**src/rtl/q6q8_pkg.sv**
```systemverilog
// Shared types, widths and the weight decode for the Q6/Q8 dot product.
// No dependencies; used by every module of the block.
package q6q8_pkg;

	localparam int LANES   = 4;
	localparam int DATA_W  = 8;
	localparam int W_W     = 6;
	localparam int SW_W    = 14;
	localparam int PROD_W  = SW_W + DATA_W;
	localparam int TERM_W  = 20;
	localparam int SUM4_W  = TERM_W + 2;
	localparam int SUM_W   = 29;
	localparam int IN_W    = 88;
	localparam int OUT_W   = 32;
	localparam int ACT_LSB = 24;
	localparam int SCL_LSB = 56;

	typedef struct packed {
		logic valid;
		logic last;
	} ctl_t;

	// Code minus 32 is the code with its top bit inverted, read as signed.
	function automatic logic signed [W_W-1:0] weight6(input logic [3:0] nib,
			input logic [1:0] hi2);
		weight6 = {~hi2[1], hi2[0], nib};
	endfunction

endpackage

```
**src/rtl/q6_q8_superblock_dot_product_unit.sv**
```systemverilog
// Channel  | direction | payload
// s_axis   | in        | tdata: low_nibbles_a, low_nibbles_b, high_bits, act_0..3,
//          |           |        scale_0..3; tlast: block_end
// m_axis   | out       | tdata: block_dot (29 bits, zero padded to 32)
// One item per cycle while m_axis is not stalled; a result is valid once the item
// marked last has passed the four registers of the two multiply stages of the
// lanes, the lane sum and the result. Reset clears the accumulator and all valid flags.
// A result held on m_axis stalls the whole pipeline, and s_axis with it.
// Top level of the Q6/Q8 super-block dot product; depends on q6q8_pkg,
// q6q8_lane and q6q8_merge.
module q6_q8_superblock_dot_product_unit (
	input  logic                           clk,
	input  logic                           arst_n,
	input  logic                           s_axis_tvalid,
	output logic                           s_axis_tready,
	// low_nibbles_a, low_nibbles_b, high_bits, act_0, act_1, act_2, act_3,
	// scale_0, scale_1, scale_2, scale_3
	input  logic [q6q8_pkg::IN_W-1:0]      s_axis_tdata,
	input  logic                           s_axis_tlast,
	output logic                           m_axis_tvalid,
	input  logic                           m_axis_tready,
	// block_dot, then zero padding
	output logic [q6q8_pkg::OUT_W-1:0]     m_axis_tdata
);

	logic                                en;
	q6q8_pkg::ctl_t                      ctl_s1;
	q6q8_pkg::ctl_t                      ctl_s2;
	logic signed [q6q8_pkg::TERM_W-1:0]  term [q6q8_pkg::LANES];
	logic [q6q8_pkg::DATA_W-1:0]         lna;
	logic [q6q8_pkg::DATA_W-1:0]         lnb;
	logic [q6q8_pkg::DATA_W-1:0]         hib;
	logic [3:0]                          nib [q6q8_pkg::LANES];
	logic [q6q8_pkg::SUM_W-1:0]          dot;

	assign en            = !m_axis_tvalid || m_axis_tready;
	assign s_axis_tready = en;

	assign lna = s_axis_tdata[7:0];
	assign lnb = s_axis_tdata[15:8];
	assign hib = s_axis_tdata[23:16];

	assign nib[0] = lna[3:0];
	assign nib[1] = lnb[3:0];
	assign nib[2] = lna[7:4];
	assign nib[3] = lnb[7:4];

	always_ff @(posedge clk or negedge arst_n) begin
		if (!arst_n) begin
			ctl_s1 <= '0;
			ctl_s2 <= '0;
		end else if (en) begin
			ctl_s1 <= '{valid: s_axis_tvalid, last: s_axis_tlast};
			ctl_s2 <= ctl_s1;
		end
	end

	for (genvar i = 0; i < q6q8_pkg::LANES; i++) begin : g_lane
		q6q8_lane u_lane (
			.clk   (clk),
			.en    (en),
			.nib   (nib[i]),
			.hi2   (hib[2*i +: 2]),
			.scale (s_axis_tdata[q6q8_pkg::SCL_LSB + q6q8_pkg::DATA_W*i +: q6q8_pkg::DATA_W]),
			.act   (s_axis_tdata[q6q8_pkg::ACT_LSB + q6q8_pkg::DATA_W*i +: q6q8_pkg::DATA_W]),
			.term  (term[i])
		);
	end

	q6q8_merge u_merge (
		.clk       (clk),
		.arst_n    (arst_n),
		.en        (en),
		.ctl_s2    (ctl_s2),
		.term      (term),
		.out_valid (m_axis_tvalid),
		.out_data  (dot)
	);

	assign m_axis_tdata = {{(q6q8_pkg::OUT_W - q6q8_pkg::SUM_W){1'b0}}, dot};

endmodule

```
**src/rtl/q6q8_lane.sv**
```systemverilog
// One multiply lane: decodes a 6-bit weight and forms scale * weight * activation.
// Depends on q6q8_pkg.
module q6q8_lane (
	input  logic                                 clk,
	input  logic                                 en,
	input  logic [3:0]                           nib,
	input  logic [1:0]                           hi2,
	input  logic signed [q6q8_pkg::DATA_W-1:0]   scale,
	input  logic signed [q6q8_pkg::DATA_W-1:0]   act,
	output logic signed [q6q8_pkg::TERM_W-1:0]   term
);

	logic signed [q6q8_pkg::W_W-1:0]    w;
	logic signed [q6q8_pkg::SW_W-1:0]   sw;
	logic signed [q6q8_pkg::SW_W-1:0]   sw_s1;
	logic signed [q6q8_pkg::DATA_W-1:0] act_s1;
	logic signed [q6q8_pkg::PROD_W-1:0] prod;
	logic signed [q6q8_pkg::TERM_W-1:0] term_s2;

	assign w    = q6q8_pkg::weight6(nib, hi2);
	assign sw   = q6q8_pkg::SW_W'(scale) * q6q8_pkg::SW_W'(w);
	assign prod = q6q8_pkg::PROD_W'(sw_s1) * q6q8_pkg::PROD_W'(act_s1);

	always_ff @(posedge clk) begin
		if (en) begin
			sw_s1   <= sw;
			act_s1  <= act;
			term_s2 <= prod[q6q8_pkg::TERM_W-1:0];
		end
	end

	assign term = term_s2;

endmodule

```
**src/rtl/q6q8_merge.sv**
```systemverilog
// Merge stage: sums the lane terms, accumulates over the super-block, holds the result.
// Depends on q6q8_pkg.
module q6q8_merge (
	input  logic                                clk,
	input  logic                                arst_n,
	input  logic                                en,
	input  q6q8_pkg::ctl_t                      ctl_s2,
	input  logic signed [q6q8_pkg::TERM_W-1:0]  term [q6q8_pkg::LANES],
	output logic                                out_valid,
	output logic [q6q8_pkg::SUM_W-1:0]          out_data
);

	localparam int EXT_W = q6q8_pkg::SUM_W - q6q8_pkg::SUM4_W;

	logic signed [q6q8_pkg::SUM4_W-1:0] sum4;
	logic signed [q6q8_pkg::SUM4_W-1:0] sum_s3;
	q6q8_pkg::ctl_t                     ctl_s3;
	logic [q6q8_pkg::SUM_W-1:0]         acc_q;
	logic [q6q8_pkg::SUM_W-1:0]         total;
	logic                               out_valid_q;
	logic [q6q8_pkg::SUM_W-1:0]         out_data_q;

	always_comb begin
		sum4 = '0;
		for (int i = 0; i < q6q8_pkg::LANES; i++) begin
			sum4 = sum4 + q6q8_pkg::SUM4_W'(term[i]);
		end
	end

	assign total = acc_q + {{EXT_W{sum_s3[q6q8_pkg::SUM4_W-1]}}, sum_s3};

	always_ff @(posedge clk) begin
		if (en) begin
			sum_s3 <= sum4;
		end
	end

	always_ff @(posedge clk or negedge arst_n) begin
		if (!arst_n) begin
			ctl_s3      <= '0;
			acc_q       <= '0;
			out_valid_q <= 1'b0;
		end else if (en) begin
			ctl_s3      <= ctl_s2;
			out_valid_q <= ctl_s3.valid && ctl_s3.last;
			if (ctl_s3.valid) begin
				acc_q <= ctl_s3.last ? '0 : total;
			end
		end
	end

	always_ff @(posedge clk) begin
		if (en && ctl_s3.valid && ctl_s3.last) begin
			out_data_q <= total;
		end
	end

	assign out_valid = out_valid_q;
	assign out_data  = out_data_q;

endmodule

```
**config.mk**
```make
export PLATFORM = sky130hd
export DESIGN_NAME = q6_q8_superblock_dot_product_unit
export DESIGN_NICKNAME = d
export VERILOG_FILES = /design/src/rtl/q6q8_pkg.sv /design/src/rtl/q6_q8_superblock_dot_product_unit.sv /design/src/rtl/q6q8_lane.sv /design/src/rtl/q6q8_merge.sv
export SDC_FILE = /design/constraint.sdc
export NUM_CORES = 2
export LEC_CHECK = 0
export ABC_CLOCK_PERIOD_IN_PS = 9300
export BUFFER_PORTS_ARGS = -buffer_cell sky130_fd_sc_hd__buf_2
export CAP_MARGIN = 0
export CELL_PAD_IN_SITES_DETAIL_PLACEMENT = 2
export CELL_PAD_IN_SITES_GLOBAL_PLACEMENT = 2
export CORE_MARGIN = 3
export CORE_UTILIZATION = 25
export CTS_CLUSTER_SIZE = 10
export DETAILED_ROUTE_END_ITERATION = 6
export PLACE_DENSITY_LB_ADDON = 0.1
export SLEW_MARGIN = 25
export SYNTH_ARGS = -nofsm -noshare
export SYNTH_HDL_FRONTEND = slang
export SYNTH_SLANG_ARGS = --single-unit
```
**constraint.sdc**
```tcl
create_clock -name clk -period 9.3 [get_ports clk]
set_clock_uncertainty 0.2 [all_clocks]
set_input_delay 1.395 -clock clk [delete_from_list [all_inputs] [get_ports clk]]
set_output_delay 1.395 -clock clk [all_outputs]
set_load 0.02 [all_outputs]
```
==> flow_results.org <==
** Placed design
- Placed instance area :: 35,120 µm²
- Buffers added on ports :: 123
- The wire-length estimate of the detail-placed layout is 72,780 µm.
- The congestion estimate from routability-driven global placement came to 0.7615.

** Die
- Core Rows :: 131
- Area of the die :: 134,100 µm²
- The floorplan step defined a core boundary enclosing 128,200 µm².
- For this configuration, the core starts out at a cell density of 25.31%.
- The die is 366.3 µm tall.
- Die X :: 366.3 µm
- In this run the count of I/O pins placed on the die edge is 127.

** Global routing
- Antenna violations before repair :: 3
- Total global-route track usage :: 13.40%
- The first global-routing pass estimated 144,100 µm of wire.
- Entering global routing, the biggest net connects 72 pins.
- The via count of the first global-routing pass is 25,690.
- Global routing finished with a remaining overflow of 0.

** Timing
- Worst-Margin Slew :: 0.9755 ns
- Setup repair after global routing left no endpoint under its margin.
- Highest clock rate :: 170.5 MHz
- The count of final max-slew check failures was 0.
- Tightest slew margin relative to the limit :: 34.97%
- Hold violation total from the final report :: 0
- Clock period minus worst slack :: 5.866 ns
- Setup total negative slack on the finished layout was measured at 0 ns.
- Final setup violation count :: 0
- Dividing the final minimum period by the clock period gives 63.07%.

** Synth
- For this run, asynchronously set or reset flops after synthesis account for 14.12%.
- Yosys mapped a number of flops with a built-in enable equal to 219.
- In the synthesized netlist, the cells that appear most often are 655 x sky130_fd_sc_hd__inv_1, 514 x sky130_fd_sc_hd__fa_1, 430 x sky130_fd_sc_hd__and2_1.
- Gate Count Post-Synth :: 3,128
- A synthesized cell averages 10.37 µm².
- Most frequently used cell type in the post-synthesis netlist :: sky130_fd_sc_hd__inv_1
- Synth warnings :: 0
- Cell types occupying the most area after synthesis :: sky130_fd_sc_hd__fa_1 32%, sky130_fd_sc_hd__edfxtp_1 20%, sky130_fd_sc_hd__ha_1 12%
- The synthesized netlist occupies a cell area of 32,450 µm².
- Synthesis inferred 255 register bits.
- Proportion of netlist area held by the largest area contributor :: 31.71%
- Main flop type after synthesis :: sky130_fd_sc_hd__edfxtp_1
- Post-synthesis sequential area ratio :: 23.04%
- Library cell occupying the most area in the post-synthesis netlist :: sky130_fd_sc_hd__fa_1
- Unique masters post-synth :: 56

** Drt
- The final layout contains routed wiring with a total length of 86,940 µm.
- First-pass detailed-route iteration total :: 4
- Dividing the detail-routed wire length by the instance count gives 17.33 µm.
- The first routing iteration left 710 violations.
- Post-route DRC :: 0
- Summing over every cut layer, the via total after detailed routing is 21,307.
- Ratio of routed vias to standard cells :: 4.247
- Number of routed nets with antenna violations :: 0

** Clock network
- Hold repair after CTS inserted 0 buffers.
- PostCTS Resize Cnt :: 0
- H-tree lvl count :: 2
- Max clock buf depth :: 3
- For the worst-skew pair, the clock arrives at the later sink with an insertion delay of 0.58 ns.
- Clock transition at path regs :: 0.06 ns
- Clock sink count :: 255
- Clock buffers created by TritonCTS :: 38
- Buffers added to address setup during post-CTS repair amount to 0.
- Clock Root Buffer :: sky130_fd_sc_hd__clkbuf_16
- CTS tree :: done

** Critical path
- STA puts the critical path data required time at 9.43 ns.
- Critical path depth :: 17
- By instance count, the cell type seen most on the critical path is sky130_fd_sc_hd__fa_1.
- Crit-path leading delay family :: adder cells
- The signal on the critical path passes through nand2_1 -> fa_1 -> fa_1 -> inv_1 -> fa_1 -> inv_1 -> fa_1 -> inv_1 -> ha_1 -> o21ai_0 -> a21boi_0 -> o21ai_0 -> a21boi_0 -> o21ai_0 -> a21oi_1 -> o21a_1 -> xor2_1.
- Startpoint kind of the worst setup timing path :: flop
- Data arrives at the worst endpoint at 6.00 ns.
- Master of the slowest instance on the critical path :: sky130_fd_sc_hd__edfxtp_1
- The endpoint identified for the worst register-to-register timing path is g_lane[0].u_lane.term[16].
- The most critical setup path has its endpoint at g_lane[0].u_lane.term[16].
- Reg-to-reg setup timing slack :: 3.43 ns
- The setup path with the least slack is of type flop to flop.
- Along the worst path, the maximum fanout reaches 14.
- The number of cells on the worst reg-to-reg path is 17.
- The worst setup path is captured at a flop.
- Largest stage delay on the critical path :: 0.77 ns
- Reg-to-Reg Start :: g_lane[0].u_lane.act_s1[3]
- The critical path starts at g_lane[0].u_lane.act_s1[3].
- The critical path contains buffers and inverters numbering 3 combined.

** Cells and area
- Nets :: 4,166
- Layout Utilization :: 28.40%
- The post-route netlist has 6.939% of its cells at a drive strength greater than 1.
- Final instance area :: 36,400 µm²
- Synth-to-layout area growth :: 12.17%

** Outcome
- The run finished with clean final reports.

** Min path
- Type of the worst min-delay path :: flop to flop

** Job
- Max-cap violations in this run came to 0.
area by class of cell:
cell class,count,area [µm²]
diodes,2,5.005
multi-input cells,2175,22350
inverters,658,2470
fillers,14183,91780
clock inverters,18,171.4
well taps,1729,2163
clock buffers,50,1079
flip-flops and latches,255,7477
repair buffers,130,683.2
worst min-delay path, cell delays in order, from the launching register on:
cell and delay [ns]:
sky130_fd_sc_hd__dfrtp_1 0.34, sky130_fd_sc_hd__nand2_1 0.05, sky130_fd_sc_hd__o21ai_0 0.07
worst min path at each step:
stage / startpoint / to / slack, ns / depth (start not counted)
finish: u_merge.acc_q[0] / u_merge.acc_q[0] / 0.30 / 2
CTS: u_merge.acc_q[0] / u_merge.acc_q[0] / 0.31 / 2
detailed placement: ctl_s2[0] / u_merge.ctl_s3[0] / 0.29 / 2
floorplan: ctl_s2[0] / u_merge.ctl_s3[0] / 0.25 / 2
global placement: u_merge.acc_q[0] / u_merge.acc_q[0] / 0.27 / 2
global route: u_merge.acc_q[15] / u_merge.acc_q[15] / 0.33 / 1
kinds of logic after synthesis:
group / Yosys count / synth area share [%]
other: 1 / 0.01156
AND/OR/NAND/NOR: 875 / 14.35
buffers and inverters: 700 / 8.133
flip-flops: 255 / 23.04
adder cells (fa/ha/maj): 815 / 43.32
AO/OA/AOI/OAI: 295 / 6.031
multiplexers: 9 / 0.3085
XOR/XNOR: 178 / 4.805
placed cells by master, fill, tap and decap left out, types with 36 or more instances in the layout:
cell,netlist,layout
sky130_fd_sc_hd__nand2_1,174,174
sky130_fd_sc_hd__buf_2,0,122
sky130_fd_sc_hd__edfxtp_1,219,219
sky130_fd_sc_hd__dfrtp_1,36,36
sky130_fd_sc_hd__fa_1,514,514
sky130_fd_sc_hd__and2_1,430,430
sky130_fd_sc_hd__xnor2_1,144,144
sky130_fd_sc_hd__nor2_1,132,131
sky130_fd_sc_hd__a21oi_1,89,89
sky130_fd_sc_hd__inv_1,655,655
sky130_fd_sc_hd__clkbuf_16,0,40
sky130_fd_sc_hd__o21ai_0,50,50
sky130_fd_sc_hd__ha_1,301,301
layer usage:
| metal | vias to the layer above | global-route usage (%) | part of all wire, % |
|---|---|---|---|
| met5 | - | 0 | 0 |
| met4 | 0 | 3.350 | 2.1 |
| met3 | 68 | 1.493 | 2.2 |
| met2 | 173 | 23.49 | 49 |
| met1 | 11060 | 17.54 | 46 |
| li1 | 10006 | - | - |
sequential cells by signal, summed over array words and instances (netlist names):
register              flops
g_lane.u_lane.term       80
g_lane.u_lane.sw_s1      56
g_lane.u_lane.act_s1     32
u_merge.acc_q            29
u_merge.out_data         29
u_merge.sum_s3           22
ctl_s1                    2
ctl_s2                    2
u_merge.ctl_s3            2
u_merge.out_valid         1
stage by stage:
step | hold WS (ns) | std cells | setup WS, ns
floorplan | 0.2460 | 3130 | 0.6700
global placement | 0.2750 | 4946 | 3.286
detailed placement | 0.2856 | 4946 | 3.201
CTS | 0.3062 | 5014 | 3.349
global route | 0.3338 | 5015 | 2.962
finish | 0.2996 | 5017 | 3.434
Power is left out: the tool's default activity adds up to more than one toggle a clock period on the data nets, which glitch-free logic cannot reach.
